[src/sv/ftcla_pkg.sv]
// ----------------------------------------------------------------------------
// ftcla_pkg
// Shared types and codes of the force/torque calibration and averaging block.
// ----------------------------------------------------------------------------
`default_nettype none

package ftcla_pkg;

    localparam int AXES   = 6;
    localparam int WORD_W = 32;
    localparam int DIFF_W = 17;
    localparam int ACC_W  = 52;
    localparam int COL_W  = 3;

    localparam logic [1:0] REQ_SAMPLE  = 2'd0;
    localparam logic [1:0] REQ_CAPTURE = 2'd1;
    localparam logic [1:0] REQ_LOAD    = 2'd2;

    localparam logic [1:0] RK_RAW  = 2'd0;
    localparam logic [1:0] RK_SLOW = 2'd1;
    localparam logic [1:0] RK_FAST = 2'd2;

    localparam logic [5:0] IDX_SCALE = 6'd36;
    localparam logic [5:0] IDX_LIMIT = 6'd42;

    typedef logic signed [WORD_W-1:0] word_t;

    typedef struct packed {
        logic             mac;
        logic             scale;
        logic             check;
        logic [COL_W-1:0] col;
    } lane_ctrl_t;

    typedef struct packed {
        logic  reject;
        word_t w;
    } lane_stat_t;

endpackage

`default_nettype wire

[src/sv/ftcla_lane.sv]
// ----------------------------------------------------------------------------
// ftcla_lane
// One axis lane: holds its matrix row, scale and limit, accumulates the row
// product, scales, rounds and checks the result.
// ----------------------------------------------------------------------------
`default_nettype none

module ftcla_lane
    import ftcla_pkg::*;
#(
    parameter int LANE = 0
) (
    input  wire logic                     clk,
    input  wire logic                     rst_n,
    input  wire logic                     load_we,
    input  wire logic [5:0]               load_idx,
    input  wire word_t                    load_val,
    input  wire lane_ctrl_t               ctrl,
    input  wire logic signed [DIFF_W-1:0] diff,
    output lane_stat_t                    stat
);

    word_t                    row_reg [AXES];
    word_t                    scale_reg;
    word_t                    limit_reg;
    logic signed [ACC_W-1:0]  acc_reg;
    logic signed [ACC_W-1:0]  acc_next;
    logic signed [48:0]       prod;
    logic signed [63:0]       scaled_reg;
    logic                     acc_ok_reg;
    logic signed [63:0]       rounded;
    logic signed [63:0]       w_full;
    logic signed [63:0]       mag;
    logic signed [63:0]       lim_ext;
    logic                     fits;
    lane_stat_t               stat_reg;

    assign prod     = row_reg[ctrl.col] * diff;
    assign acc_next = ((ctrl.col == '0) ? ACC_W'(0) : acc_reg) + ACC_W'(prod);
    assign rounded  = scaled_reg + 64'sd32768;
    assign w_full   = rounded >>> 16;
    assign fits     = (w_full[63:31] == '0) || (w_full[63:31] == '1);
    assign mag      = w_full[63] ? -w_full : w_full;
    assign lim_ext  = {{32{limit_reg[31]}}, limit_reg};

    always_ff @(posedge clk)
    begin
        if (load_we)
        begin
            for (int c = 0; c < AXES; c++)
            begin
                if (load_idx == 6'(LANE * AXES + c))
                begin
                    row_reg[c] <= load_val;
                end
            end
            if (load_idx == IDX_SCALE + 6'(LANE))
            begin
                scale_reg <= load_val;
            end
            if (load_idx == IDX_LIMIT + 6'(LANE))
            begin
                limit_reg <= load_val;
            end
        end
        if (ctrl.mac)
        begin
            acc_reg <= acc_next;
        end
        if (ctrl.scale)
        begin
            scaled_reg <= $signed(acc_reg[31:0]) * scale_reg;
            acc_ok_reg <= (acc_reg[ACC_W-1:31] == '0) || (acc_reg[ACC_W-1:31] == '1);
        end
    end

    always_ff @(posedge clk or negedge rst_n)
    begin
        if (!rst_n)
        begin
            stat_reg <= '0;
        end
        else if (ctrl.check)
        begin
            stat_reg.w      <= w_full[31:0];
            stat_reg.reject <= !acc_ok_reg || !fits || (mag > lim_ext);
        end
    end

    assign stat = stat_reg;

endmodule

`default_nettype wire

[config.mk]
export PLATFORM = sky130hd
export DESIGN_NAME = ftcla_lane
export DESIGN_NICKNAME = d
export VERILOG_FILES = /design/src/sv/ftcla_pkg.sv /design/src/sv/ftcla_lane.sv
export SDC_FILE = /design/constraint.sdc
export NUM_CORES = 2
export LEC_CHECK = 0
export BUFFER_PORTS_ARGS = -buffer_cell sky130_fd_sc_hd__clkbuf_2
export CAP_MARGIN = 20
export CORE_MARGIN = 2
export CORE_UTILIZATION = 55
export CTS_CLUSTER_SIZE = 30
export DETAILED_ROUTE_END_ITERATION = 10
export HOLD_SLACK_MARGIN = 0.08
export PLACE_DENSITY = 0.8
export SLEW_MARGIN = 20
export SYNTH_ARGS = -nofsm -noshare
export SYNTH_HDL_FRONTEND = slang
export SYNTH_SLANG_ARGS = --single-unit
[constraint.sdc]
create_clock -name clk -period 7.5 [get_ports clk]
set_input_delay 0.75 -clock clk [delete_from_list [all_inputs] [get_ports clk]]
set_output_delay 0.75 -clock clk [all_outputs]
set_load 0.1 [all_outputs]
* Yosys cells after proc, flatten, opt, wreduce, memory -nomap -nowiden *
Memory sizes are Yosys's and may differ from the RTL's.
Cells that the tools add are included.

operators by class
  $add $sub $neg = 3
  multiply operators = 2
  magnitude comparators = 1
  equality and inequality tests = 9
  mux-type cells = 35
  reduce and logical (&&, ||, !) cells = 17

operators by type and width
  kind                    number
  $mux 32                 5
  $reduce_or 32->1        5
  $add 64x17->64 const B  1
  $gt 64x32->1            1
  $mul 32x32->64          1
  $mux 64                 1
  $neg 48->64             1
  $add 52x49->52          1
  $mux 52                 1
  $mul 32x17->49          1
  $eq 33x33->1 const B    1
  $logic_not 33->1        1
  $mux 1                  23
  $eq 21x21->1 const B    1
  $logic_not 21->1        1
  $mux 3                  5
  $eq 6x2->1 const B      2
  $eq 6x3->1 const B      2
  $eq 6x6->1 const B      2
  $eq 6x1->1 const B      1
  $logic_not 6->1         1
  $logic_or 1x1->1        4
  $reduce_and 2->1        2
  $logic_not 3->1         1
  $logic_not 1->1         2

storage, ports and cells
  register bits after elaboration = 214
  memory bits (writable) = 192
  bits of input ports = 64
  word-level logic and storage cells = 75
  memories kept = 1

memory list
  memory   depth  width  read ports  clocked after Yosys merged registers in  wr ports  line              text
  row_reg  6      32     1           0                                        1         ftcla_lane.sv:23  word_t row_reg [AXES];

* Depth between registers and ports, before layout *
  depth after elaboration = 10
  depth in mapped cells = 30

* Worst setup path before layout *
No wires, ideal clock.

  kind = input-to-reg
  start = input port ctrl[0] (netlist bit)
  end = register acc_reg[46], data pin
  library setup time = 0.265 ns
  arrival = 8.549 ns
  required time = 7.235 ns
  setup slack = -1.314 ns
  stages = 25
  buffers on the path = 4
  path through = clkbuf_1 > buf_1 > clkbuf_1 > mux2i_1 > a21oi_1 > clkbuf_1 > nand2_1 > fa_1 > inv_1 > fa_1 > fa_1 > fa_1 > inv_1 > fa_1 > inv_1 > fa_1 > ha_1 > a211o_1 > o311ai_0 > nor4_1 > o31ai_1 > o211ai_1 > a21boi_0 > o21ai_0 > xor2_1

on the way
  word-level cells in the longest chain between the ends = 3
  elaborated cells on any way between the ends = 5

RTL lines
  item                                                    line                                text
  from (decl)                                             ftcla_lane.sv:18                    input wire lane_ctrl_t ctrl,
  $mem_v2 6x32 / $logic_not 3->1 (equally long branches)  --
  $mul 32x17->49 / $mux 52 (equally long branches)        ftcla_lane.sv:38, ftcla_lane.sv:39
  $add 52x49->52 (*)                                      ftcla_lane.sv:39                    assign acc_next = ((ctrl.col == '0) ? ACC_W'(0) : acc_reg) + ACC_W'(prod);
  named net acc_next[46]                                  ftcla_lane.sv:27                    logic signed [ACC_W-1:0] acc_next;
  to (signal assigned)                                    ftcla_lane.sv:68                    acc_reg <= acc_next;
  to (decl)                                               ftcla_lane.sv:26                    logic signed [ACC_W-1:0] acc_reg;

The timed path passes the listed nets; every way through them passes the cells marked *.
A chain may end at the register's enable or synchronous reset.

* Final worst setup path *
  start = register scale_reg[8]
  end = register scaled_reg[62], data pin

on the way
  word-level cells in the longest chain between the ends = 1

RTL lines
  item                    line              text
  from (decl)             ftcla_lane.sv:24  word_t scale_reg;
  from (signal assigned)  ftcla_lane.sv:59  scale_reg <= load_val;
  $mul 32x32->64          ftcla_lane.sv:72  scaled_reg <= $signed(acc_reg[31:0]) * scale_reg;
  to (signal assigned)    ftcla_lane.sv:72
  to (decl)               ftcla_lane.sv:29  logic signed [63:0] scaled_reg;

No other way between the ends.

==> run summary <==
status - complete, but fails checks
failing checks - design-rule violations, negative setup slack
Global Route Usage Sum - 0.305
fraction of layout cells with a size suffix above 1 - 0.162
crit end category - flip-flop
initial antenna violation count - 2
pin count of the biggest net entering global routing - 64
setup tns final - -3.31 ns
vias per cell - 5.59
dominant synthesized flop cell - edfxtp_1
die width - 372 um
P&R area growth vs syn - 15.6%
fmax - 128 MHz
Yosys cell types - 84
number of global-route vias before repair - 60600
Yosys top cell area share - 0.451
Synth Cell Area - 0.0745 mm^2
ANT nets after route - 0
kind of critical path - reg2reg
die area - 0.138 mm^2
final RePlAce weighted congestion - 0.957
Worst Hold Class - in2async
internal reg-to-reg setup slack - -0.33 ns
global-route wire length before repair - 326 mm
I/O Buffers - 96
most common cell after layout, fill and taps aside - inv_1
GRT overflow - 0
WL final - 207 mm
clk sink count - 391
mux cell area share after synthesis - 0.0150
Max transition margin - 0.318
clock buffer depth - 3
final worst path period share - 1.04
Die H - 372 um
most frequent cells in the layout - inv_1 (1652), fa_1 (1612), nand2_1 (909), and2_1 (730), buf_4 (668)
flops & latches, synth - 391
Residual DRC - 2
total of max-cap violations - 0
Max Clock Skew - 0.0517 ns
Cells after Synth - 7433
RSZ-0062 raised after global routing - yes
Mapped Avg Cell Area - 10.0 um^2
CTS buffer count - 44
Worst setup SP type - flip-flop
clk_lat worst skew - 0.65 ns
Synth async-reset ratio - 0.0844
sequential share of the synthesized area - 0.155
top post-synthesis cells by area - fa_1 (45%), edfxtp_1 (14%), inv_1 (8.5%)
area leader, netlist - fa_1
largest family of logic cells by synthesized area - adder cells
Synth Area in Adders - 0.516
Post-DP HPWL - 166 mm
post-place instance area - 0.0825 mm^2
via count - 55200
initial core utilization - 0.552
Yosys warnings - 0
Synth Area in XOR/XNOR - 0.0253
final setup fails - 16
Fillers - 10000
Worst Path Arrival - 8.18 ns
Post-synth EDFFs - 358
first drt pass iteration count - 9
htree depth - 2
RR Startpoint - scale_reg[8]$_DFFE_PP_
Final Hold Fails - 0
reg2reg end - scaled_reg[62]$_DFFE_PP_
max reg flops - 192
min Tclk post-route - 7.83 ns
Worst Path Max Fanout - 5
Core Box Area - 0.135 mm^2
fin area - 0.0862 mm^2
initial drt markers - 4416
Worst-Margin Slew - 1.02 ns
worst reg2reg path depth - 24
Layout Nets - 10200
CTS clk-pin slew, worst paths - 0.06 ns
Required @ worst endpoint - 7.86 ns
drt wl/cell - 20.9 um
I/O pins - 97
CTS tree - yes
Pins Over Slew Limit - 0
Root Buffer - clkbuf_16
final worst slack - -0.326 ns
Synth Area in Compound Gates - 0.0404
Synth Area in Simple Gates - 0.146
row count - 135
==> cells by family after synthesis <==
family                   Yosys count
AND/OR/NAND/NOR                 2174
adder cells (fa/ha/maj)         2065
buffers and inverters           2033
AO/OA/AOI/OAI                    483
flip-flops                       391
XOR/XNOR                         215
multiplexers                      71
other                              1
==> worst max path at each step <==
stage,start,end,slack [ns],depth (start not counted)
after global placement,ctrl[0],acc_reg[45]$_DFFE_PP_,-0.58,24
after CTS,acc_reg[5]$_DFFE_PP_,scaled_reg[62]$_DFFE_PP_,-0.20,22
final,scale_reg[8]$_DFFE_PP_,scaled_reg[62]$_DFFE_PP_,-0.33,24
after detailed placement,acc_reg[14]$_DFFE_PP_,scaled_reg[62]$_DFFE_PP_,-0.65,26
after floorplan,acc_reg[13]$_DFFE_PP_,scaled_reg[62]$_DFFE_PP_,0.01,27
after global routing,scale_reg[8]$_DFFE_PP_,scaled_reg[62]$_DFFE_PP_,-0.46,24
==> final cells by class <==
cell class / instances / area (um^2) / share of cell area
Antenna cell: 3 / 7.51 / 0.0000871
Clock buffer: 56 / 1170 / 0.0135
Clock inverter: 25 / 254 / 0.00295
Inverter: 1686 / 6340 / 0.0736
Multi-Input combinational cell: 5024 / 56600 / 0.656
Sequential cell: 391 / 11600 / 0.134
Tap cell: 1781 / 2230 / 0.0259
Timing Repair Buffer: 911 / 8040 / 0.0933
==> Yosys cell counts (35+ instances only) <==
cell / number
nand2_1: 919
o21ai_0: 71
a21o_1: 59
ha_1: 384
fa_1: 1681
a21oi_1: 197
nor3_1: 40
clkbuf_1: 329
nor2_1: 195
xor2_1: 82
inv_1: 1685
xnor2_1: 133
edfxtp_1: 358
nand3_1: 59
mux2i_1: 35
and2_1: 749
nand4_1: 48
==> critical path, stage by stage (launching register included) <==
cell	delay [ns]
edfxtp_1	0.39
buf_6	0.16
bufbuf_16	0.27
buf_4	0.15
nand2_2	0.08
fa_1	0.45
fa_1	0.61
fa_2	0.47
fa_1	0.52
fa_1	0.51
inv_1	0.06
fa_2	0.53
fa_1	0.42
fa_1	0.55
ha_4	0.23
and4_1	0.19
and3_1	0.18
a22o_1	0.18
a31o_2	0.23
or3_4	0.37
a21bo_4	0.25
a21o_4	0.23
a21bo_4	0.24
a21oi_4	0.16
xnor2_1	0.08
==> metrics by stage <==
stage | util | cells | worst slack, ns | hold slack (ns)
2_1_floorplan | - | 7448 | 0.0135 | 0.423
3_3_place_gp | 0.611 | 9681 | -0.581 | 0.490
3_5_place_dp | 0.611 | 9681 | -0.648 | 0.496
4_1_cts | 0.632 | 9833 | -0.203 | 0.215
5_1_grt | 0.639 | 9874 | -0.460 | 0.267
6_report | 0.639 | 9877 | -0.326 | 0.211
==> repair_timing <==
item | in CTS | in global routing
cloned | 4 | 3
endpoints found under the hold margin | 0 | 0
setup endpoints to repair | 29 | 49
buffers inserted | 70 | 36
resized for setup | 195 | 141
pin swaps | 185 | 143
hold buffers | 0 | 0
==> metal layers <==
| layer | global-route usage | vias to the layer above | routed length, um |
|---|---|---|---|
| li1 | - | 23500 | - |
| met1 | 0.385 | 28400 | 76500 |
| met2 | 0.507 | 2667 | 100000 |
| met3 | 0.0541 | 642 | 17400 |
| met4 | 0.152 | 0 | 12200 |
| met5 | 0 | - | 0 |
Power is not shown: default switching activity piles up to over one toggle a cycle in this logic, so the estimate is an artifact.
