<file path="config.mk">
export PLATFORM = sky130hd
export DESIGN_NAME = ftcla_avg
export DESIGN_NICKNAME = d
export VERILOG_FILES = /design/src/sv/ftcla_pkg.sv /design/src/sv/ftcla_div.sv /design/src/sv/ftcla_avg.sv
export SDC_FILE = /design/constraint.sdc
export NUM_CORES = 2
export LEC_CHECK = 0
export BUFFER_PORTS_ARGS = -buffer_cell sky130_fd_sc_hd__buf_2
export CAP_MARGIN = 20
export CORE_MARGIN = 4
export CORE_UTILIZATION = 65
export DETAILED_ROUTE_END_ITERATION = 8
export PLACE_DENSITY = 0.93
export SLEW_MARGIN = 20
export SYNTH_ARGS = -nofsm -noshare
export SYNTH_HDL_FRONTEND = slang
export SYNTH_SLANG_ARGS = --single-unit
</file>
<file path="constraint.sdc">
create_clock -name clk -period 26.6 [get_ports clk]
set_input_delay 2.66 -clock clk [delete_from_list [all_inputs] [get_ports clk]]
set_output_delay 2.66 -clock clk [all_outputs]
set_load 0.05 [all_outputs]
</file>
<file path="src/sv/ftcla_pkg.sv">
// ----------------------------------------------------------------------------
// ftcla_pkg
// Shared types and codes of the force/torque calibration and averaging block.
// ----------------------------------------------------------------------------
`default_nettype none

package ftcla_pkg;

    localparam int AXES   = 6;
    localparam int WORD_W = 32;
    localparam int DIFF_W = 17;
    localparam int ACC_W  = 52;
    localparam int COL_W  = 3;

    localparam logic [1:0] REQ_SAMPLE  = 2'd0;
    localparam logic [1:0] REQ_CAPTURE = 2'd1;
    localparam logic [1:0] REQ_LOAD    = 2'd2;

    localparam logic [1:0] RK_RAW  = 2'd0;
    localparam logic [1:0] RK_SLOW = 2'd1;
    localparam logic [1:0] RK_FAST = 2'd2;

    localparam logic [5:0] IDX_SCALE = 6'd36;
    localparam logic [5:0] IDX_LIMIT = 6'd42;

    typedef logic signed [WORD_W-1:0] word_t;

    typedef struct packed {
        logic             mac;
        logic             scale;
        logic             check;
        logic [COL_W-1:0] col;
    } lane_ctrl_t;

    typedef struct packed {
        logic  reject;
        word_t w;
    } lane_stat_t;

endpackage

`default_nettype wire

</file>
<file path="src/sv/ftcla_div.sv">
// ----------------------------------------------------------------------------
// ftcla_div
// Floor division of a signed running sum by the ring length, done as a
// multiplication by a fixed reciprocal taken in 16-bit chunks.
// ----------------------------------------------------------------------------
`default_nettype none

module ftcla_div
    import ftcla_pkg::*;
#(
    parameter int LEN = 2,
    parameter int SW  = 34
) (
    input  wire logic                 clk,
    input  wire logic                 rst_n,
    input  wire logic                 start,
    input  wire logic signed [SW-1:0] value,
    output logic                      done,
    output word_t                     quot
);

    localparam int LW   = $clog2(LEN);
    localparam int MW   = SW + 1;
    localparam int CH_W = 16;
    localparam int NCH  = (MW + CH_W - 1) / CH_W;
    localparam int PADW = NCH * CH_W;
    localparam int PW   = SW + PADW;
    localparam int CW   = (NCH > 1) ? $clog2(NCH) : 1;
    localparam longint unsigned MAGIC =
        ((64'd1 << (SW + LW)) + 64'(LEN) - 64'd1) / 64'(LEN);

    logic                   busy_reg;
    logic                   fin_reg;
    logic                   done_reg;
    logic                   neg_reg;
    logic [SW-1:0]          x_reg;
    logic [PADW-1:0]        m_reg;
    logic [PW-1:0]          acc_reg;
    logic [CW-1:0]          cnt_reg;
    logic [SW+CH_W-1:0]     prod;
    logic [PW-1:0]          acc_next;
    logic [SW-1:0]          q;
    logic [SW-1:0]          res;
    word_t                  quot_reg;

    assign prod     = x_reg * m_reg[PADW-1 -: CH_W];
    assign acc_next = (acc_reg << CH_W) + PW'(prod);
    assign q        = SW'(acc_reg >> (SW + LW));
    assign res      = neg_reg ? SW'(-q) : q;

    always_ff @(posedge clk or negedge rst_n)
    begin
        if (!rst_n)
        begin
            busy_reg <= 1'b0;
            fin_reg  <= 1'b0;
            done_reg <= 1'b0;
        end
        else
        begin
            done_reg <= fin_reg;
            fin_reg  <= busy_reg && (cnt_reg == CW'(NCH - 1));
            if (start)
            begin
                busy_reg <= 1'b1;
            end
            else if (busy_reg && (cnt_reg == CW'(NCH - 1)))
            begin
                busy_reg <= 1'b0;
            end
        end
    end

    always_ff @(posedge clk)
    begin
        if (start)
        begin
            neg_reg <= value[SW-1];
            x_reg   <= value[SW-1] ? (SW'(-value) + SW'(LEN - 1)) : SW'(value);
            m_reg   <= PADW'(MAGIC);
            acc_reg <= '0;
            cnt_reg <= '0;
        end
        else if (busy_reg)
        begin
            acc_reg <= acc_next;
            m_reg   <= m_reg << CH_W;
            cnt_reg <= cnt_reg + 1'b1;
        end
        if (fin_reg)
        begin
            quot_reg <= res[31:0];
        end
    end

    assign done = done_reg;
    assign quot = quot_reg;

endmodule

`default_nettype wire

</file>
<file path="src/sv/ftcla_avg.sv">
// ----------------------------------------------------------------------------
// ftcla_avg
// Moving average over a ring of wrench rows: running sums per axis and one
// divider lane per axis. Rows not yet written since reset read as zero.
// ----------------------------------------------------------------------------
`default_nettype none

module ftcla_avg
    import ftcla_pkg::*;
#(
    parameter int LEN = 2
) (
    input  wire logic  clk,
    input  wire logic  rst_n,
    input  wire logic  start,
    input  wire word_t held [AXES],
    output logic       done,
    output word_t      avg [AXES]
);

    localparam int SW = WORD_W + 1 + $clog2(LEN);
    localparam int PW = (LEN > 1) ? $clog2(LEN) : 1;
    localparam int RW = AXES * WORD_W;

    typedef enum logic [3:0] {
        A_IDLE = 4'b0001,
        A_UPD  = 4'b0010,
        A_GO   = 4'b0100,
        A_WAIT = 4'b1000
    } avg_state_t;

    avg_state_t            state_reg;
    logic [RW-1:0]         mem [LEN];
    logic [RW-1:0]         rd_reg;
    logic [RW-1:0]         row;
    logic [PW-1:0]         pos_reg;
    logic                  full_reg;
    logic                  done_reg;
    logic signed [SW-1:0]  sum_reg [AXES];
    logic [AXES-1:0]       div_done;
    word_t                 old_w [AXES];

    always_comb
    begin
        for (int i = 0; i < AXES; i++)
        begin
            row[i*WORD_W +: WORD_W] = held[i];
            old_w[i] = full_reg ? $signed(rd_reg[i*WORD_W +: WORD_W]) : word_t'(0);
        end
    end

    always_ff @(posedge clk)
    begin
        if (state_reg == A_IDLE && start)
        begin
            rd_reg <= mem[pos_reg];
        end
        if (state_reg == A_UPD)
        begin
            mem[pos_reg] <= row;
        end
    end

    always_ff @(posedge clk or negedge rst_n)
    begin
        if (!rst_n)
        begin
            state_reg <= A_IDLE;
            pos_reg   <= '0;
            full_reg  <= 1'b0;
            done_reg  <= 1'b0;
            for (int i = 0; i < AXES; i++)
            begin
                sum_reg[i] <= '0;
            end
        end
        else
        begin
            unique case (state_reg)
                A_IDLE:
                begin
                    if (start)
                    begin
                        done_reg  <= 1'b0;
                        state_reg <= A_UPD;
                    end
                end
                A_UPD:
                begin
                    for (int i = 0; i < AXES; i++)
                    begin
                        sum_reg[i] <= sum_reg[i] + SW'(held[i]) - SW'(old_w[i]);
                    end
                    if (pos_reg == PW'(LEN - 1))
                    begin
                        pos_reg  <= '0;
                        full_reg <= 1'b1;
                    end
                    else
                    begin
                        pos_reg <= pos_reg + 1'b1;
                    end
                    state_reg <= A_GO;
                end
                A_GO:
                begin
                    state_reg <= A_WAIT;
                end
                A_WAIT:
                begin
                    if (&div_done)
                    begin
                        done_reg  <= 1'b1;
                        state_reg <= A_IDLE;
                    end
                end
                default:
                begin
                    state_reg <= A_IDLE;
                end
            endcase
        end
    end

    for (genvar g = 0; g < AXES; g++)
    begin : g_div
        ftcla_div #(
            .LEN (LEN),
            .SW  (SW)
        ) u_div (
            .clk   (clk),
            .rst_n (rst_n),
            .start (state_reg == A_GO),
            .value (sum_reg[g]),
            .done  (div_done[g]),
            .quot  (avg[g])
        );
    end

    assign done = done_reg;

endmodule

`default_nettype wire

</file>
# Word-level counts from Yosys, hierarchy flattened
# Memories as Yosys holds them, arrays and structs flattened. A register that Yosys moved wholly into a read port is not among the register bits.
# Index checks and enable logic that the tools add are counted.
[word_totals]
ff_bits = 1051
ramBits = 384
inputBits = 195
out_inout_bits = 193
memories = 1
[memory_table]
columns = ["memory", "depth", "width", "rd", "rd_ports_with_merged_regs", "write_ports", "line", "rtl"]
rows = [
  ["mem", 2, 192, 1, 1, 1, "ftcla_avg.sv:33", "logic [RW-1:0] mem [LEN];"],
]
[op_classes]
add_sub_neg = 43
n_mul = 6
n_eq_ne = 12
n_mux = 39
reduce_logical = 18
[op_table]
columns = ["cell", "count"]
rows = [
  ["$add 67x37->67", 6],
  ["$mux 32", 12],
  ["$mul 34x1->35", 6],
  ["$add 34x2->34 const B", 6],
  ["$add 34x32->34", 6],
  ["$neg 34->34", 6],
  ["$sub 34x32->34", 6],
  ["$mux 33", 6],
  ["$neg 32->32", 6],
  ["$mux 1", 17],
  ["$pmux 4 s4", 1],
  ["$reduce_bool 2->1", 7],
  ["$add 2x1->2 const B", 6],
  ["$eq 2x2->1 const B", 6],
  ["$mux 4", 2],
  ["$logic_and 1x1->1", 7],
  ["$reduce_and 6->1", 1],
  ["$eq 4x1->1 const B", 1],
  ["$eq 4x2->1 const B", 1],
  ["$eq 4x3->1 const B", 1],
  ["$eq 4x4->1 const B", 1],
  ["$ne 2x2->1 const B", 2],
  ["$reduce_and 2->1", 2],
  ["$reduce_and 3->1", 1],
  ["other kinds (2)", 2],
]

# Logic depth before layout (Yosys ltp)
[logic_depth]
depth_word = 4
depth_mapped = 18
mapped_depth_nobuf = 16

# Hierarchy
# Synthesis repeated with hierarchy kept, for this count alone.
[hier_totals]
cells_unflattened = 8628
area_unflattened_um2 = 90255.3
[by_module_without_submodules]
columns = ["module", "n_inst", "cells_each", "area_each_um2", "seq_area_each_um2"]
rows = [
  ["ftcla_avg", 1, 4060, 45140.8, 22577.9],
  ["ftcla_div (g_div[4].u_div ...)", 2, 756, 7514.7, 3448.3],
  ["ftcla_div (g_div[0].u_div ...)", 2, 754, 7453.4, 3448.3],
  ["ftcla_div (g_div[3].u_div)", 1, 787, 7651.1, 3448.3],
  ["ftcla_div (g_div[2].u_div)", 1, 761, 7527.2, 3448.3],
]

# Least setup slack after synthesis
# OpenSTA, ideal clock, no wires.
[synth_path]
path_kind = "in2reg"
start = "in start"
end = "reg rd_reg[0] (read register of mem) (enable)"
setup_time_ns = 0.747
arrival_ns = 10.745
t_required_ns = 25.853
path_slack_ns = 15.108
path_stages = 2
n_path_buf = 0
cell_sequence = "nand3_1 nor2_1"
[synth_via]
elab_chain_len = 1
[synth_lines]
columns = ["element", "line", "rtl"]
rows = [
  ["start: declaration", "ftcla_avg.sv:15", "input wire logic start,"],
  ["$logic_and 1x1->1", "ftcla_avg.sv:54", "if (state_reg == A_IDLE && start)"],
  ["end: declaration", "ftcla_avg.sv:34", "logic [RW-1:0] rd_reg;"],
]
# Every way passes these cells.
# A chain may end at the register's enable or synchronous reset.

# Final worst setup path
[layout_path]
start = "in held[65] (netlist name)"
end = "reg sum_reg[98] (netlist name)"
[layout_via]
elab_chain_len = 2
[layout_lines]
columns = ["element", "line", "rtl"]
rows = [
  ["start: declaration", "ftcla_avg.sv:16", "input wire word_t held [AXES],"],
  ["$add 34x32->34", "ftcla_avg.sv:92", "sum_reg[i] <= sum_reg[i] + SW'(held[i]) - SW'(old_w[i]);"],
  ["$sub 34x32->34", "ftcla_avg.sv:92", ""],
  ["end signal: indexed assignment", "ftcla_avg.sv:92", ""],
  ["end: declaration", "ftcla_avg.sv:39", "logic signed [SW-1:0] sum_reg [AXES];"],
]
# Every way passes these cells.

==> summary.md <==
| Metric | Value |
|---|---|
| DR pass1 iterations | `8` |
| Least-Margin Pin Slew | `1.25 ns` |
| Hold Buf Count CTS | `0` |
| Max H-tree Level | `4` |
| TritonCTS Buffers | `167` |
| Synthesis Warnings | `0` |
| Post-synth EDFFs | `978` |
| # fillers | `8757` |
| Syn Area/Cell | `10.5 um^2` |
| Post-CTS setup buffers | `0` |
| TNS Setup | `0 ns` |
| Initial core utilization | `0.657` |
| DR WL/cell | `20.3 um` |
| Clk_lat worst skew | `0.81 ns` |
| Final Max Tran Viols | `0` |
| Sequential fraction of the synthesis area | `0.491` |
| First-pass GRT wire length | `340000 um` |
| DR vias | `64000` |
| Max Freq | `159 MHz` |
| Post-synthesis cell type count | `92` |
| Slew headroom | `0.168` |
| Die height | `376 um` |
| Routed Antenna Nets | `0` |
| Register bit total from synthesis | `1615` |
| Synthesized instance count | `8377` |
| Largest net degree at the start of global routing | `239` |
| Setup Viol. Count Final | `0` |
| Die ar. | `0.141 mm^2` |
| Fin crit period | `6.27 ns` |
| CTS tree | `built` |
| Core area | `0.134 mm^2` |
| Via density | `6.06` |
| Total gr overflow | `0` |
| Final Hold Fails | `0` |
| WP data arrival | `6.99 ns` |
| Final worst path period share | `0.236` |
| CTS Sinks | `1615` |
| FFs w/ async S/R, synth | `0.142` |
| Gpl congestion | `0.944` |
| Pwr per Cell Area | `141 mW/mm^2` |
| Clock Root Buffer | `clkbuf_16` |
| RSZ-0062 raised after global routing | `false` |
| IO Count | `388` |
| Row count | `134` |
| PortBufs | `387` |
| Leakage | `39.8 nW` |
| Worst Hold End | `g_div[1].u_div.done$_DFF_PN0_` |
| Top FF cell, synth | `edfxtp_1` |
| Detailed placer's ending HPWL | `150000 um` |
| Net count, final | `9350` |
| Most common cell after layout, fill and taps aside | `edfxtp_1` |
| Outcome | `completed` |
| Wirelength, routed | `214000 um` |
| Worst R2R Start | `full_reg$_DFFE_PN0P_` |
| Reg2reg path depth | `15` |
| Maximum capacitance violations | `0` |
| Tot Pwr | `13.7 mW` |
| Post-CTS Resized | `0` |
| Fin util | `0.723` |
| Setup Skew | `0.0325 ns` |
| Hold/Removal Path Class | `flip-flop to flip-flop` |
| Peak supply drop | `0.0862 mV` |
| R2r endpoint | `sum_reg[135]$_DFFE_PN0P_` |
| Reg2reg setup slack | `20.74 ns` |
| Post-Syn Nets | `9118` |
| Residual DRC | `0` |
| Layout cells sized above 1 | `0.110` |
| Worst setup path class | `input pin to flip-flop` |
| Clock Path Buffers | `3` |
| Hold Path Cell Cnt | `0` |
| Drt initial violations | `6881` |
| Synth Cell Area | `0.0881 mm^2` |
| Vias in the first global route | `63600` |
| Crit start category | `input pin` |
| Initial antenna violation count | `58` |
| GRT Util Overall | `0.298` |
| Crit path capture type | `flip-flop` |
| Clock Pin Slew Worst Setup and Hold Paths | `0.06 ns` |
| Area Overhead vs Synth | `10.0%` |
| Max reg flops | `390` |
| Most frequent cells in the layout | `edfxtp_1, inv_1, xnor2_1` |
| Worst endpoint required time | `27.32 ns` |
| Max FO, Critical Path | `5` |
| DIE WIDTH | `376 um` |
| HP Start | `g_div[1].u_div.fin_reg$_DFF_PN0_` |
==> per-layer routing <==
| metal | GRT usage | vias up | wire length (um) |
|---|---|---|---|
| met1 | 0.403 | 31000 | 89300 |
| li1 | - | 29700 | - |
| met2 | 0.478 | 2752 | 100000 |
| met4 | 0.120 | 22 | 7720 |
| met3 | 0.0593 | 504 | 17000 |
| met5 | 0 | - | 144 |
==> worst max path at each step <==
stage | startpoint | endpoint | slack [ns]
global placement | held[65] | sum_reg[98]$_DFFE_PN0P_ | 19.68
CTS | held[65] | sum_reg[98]$_DFFE_PN0P_ | 20.48
detailed placement | held[65] | sum_reg[98]$_DFFE_PN0P_ | 19.64
finish | held[65] | sum_reg[98]$_DFFE_PN0P_ | 20.33
global route | held[97] | sum_reg[135]$_DFFE_PN0P_ | 20.15
floorplan | start | rd_reg[0]$_DFFE_PP_ | 15.11
==> cell families after synthesis <==
| logic type | after synthesis | synth area share |
|---|---|---|
| AND/OR/NAND/NOR | 2060 | 0.117 |
| AO/OA/AOI/OAI | 1805 | 0.127 |
| flip-flops | 1615 | 0.491 |
| buffers and inverters | 1273 | 0.0549 |
| XOR/XNOR | 799 | 0.0795 |
| adder cells (fa/ha/maj) | 546 | 0.0950 |
| multiplexers | 279 | 0.0345 |
==> per-stage QoR <==
step           area, um^2  hold slack, ns  std cells  setup WS [ns]
2_1_floorplan       88100           0.423       8377          15.11
3_3_place_gp        91200           0.367      10200          19.68
3_5_place_dp        91200           0.362      10200          19.64
4_1_cts             96700           0.388      10500          20.48
5_1_grt             96900           0.389      10600          20.15
6_report            96900           0.381      10600          20.33
==> where the power goes <==
part           leakage [nW]  internal, mW  switching (mW)
logic                  22.0          2.88            4.09
clock network          2.71          1.35            1.01
registers              15.1          3.54           0.796
==> cell usage after synthesis, types with 206 or more instances <==
master | instances | area [um^2]
inv_1 | 896 | 3360
ha_1 | 342 | 4280
xnor2_1 | 593 | 5190
clkbuf_1 | 336 | 1260
nor2_1 | 472 | 1770
xor2_1 | 206 | 1800
o21ai_0 | 591 | 2960
and2_1 | 331 | 2070
a21oi_1 | 423 | 2120
edfxtp_1 | 978 | 29400
dfxtp_1 | 408 | 8170
nand2_1 | 551 | 2070
dfrtp_1 | 228 | 5710
==> layout make-up <==
cell class              count  area, um^2  share of cell area
clock buffers             222        4610              0.0476
clock inverters            93         912             0.00941
inverters                 900        3390              0.0350
multi-input cells        5489       40000               0.413
flip-flops and latches   1615       43300               0.447
well taps                1768        2210              0.0228
diodes                     47         118             0.00121
repair buffers            436        2350              0.0243
==> critical path, stage by stage <==
cell and delay, ns:
buf_2 0.11, inv_1 0.06, fa_1 0.53, fa_1 0.48, nor2b_1 0.13, o21a_1 0.14
o21ai_0 0.16, a211oi_1 0.44, a221o_1 0.23, a2111oi_0 0.17, o41ai_1 1.03, a311oi_1 0.26
or4b_1 0.51, nand3_1 0.09
No activity file was read; power rests on OpenSTA's default activity.
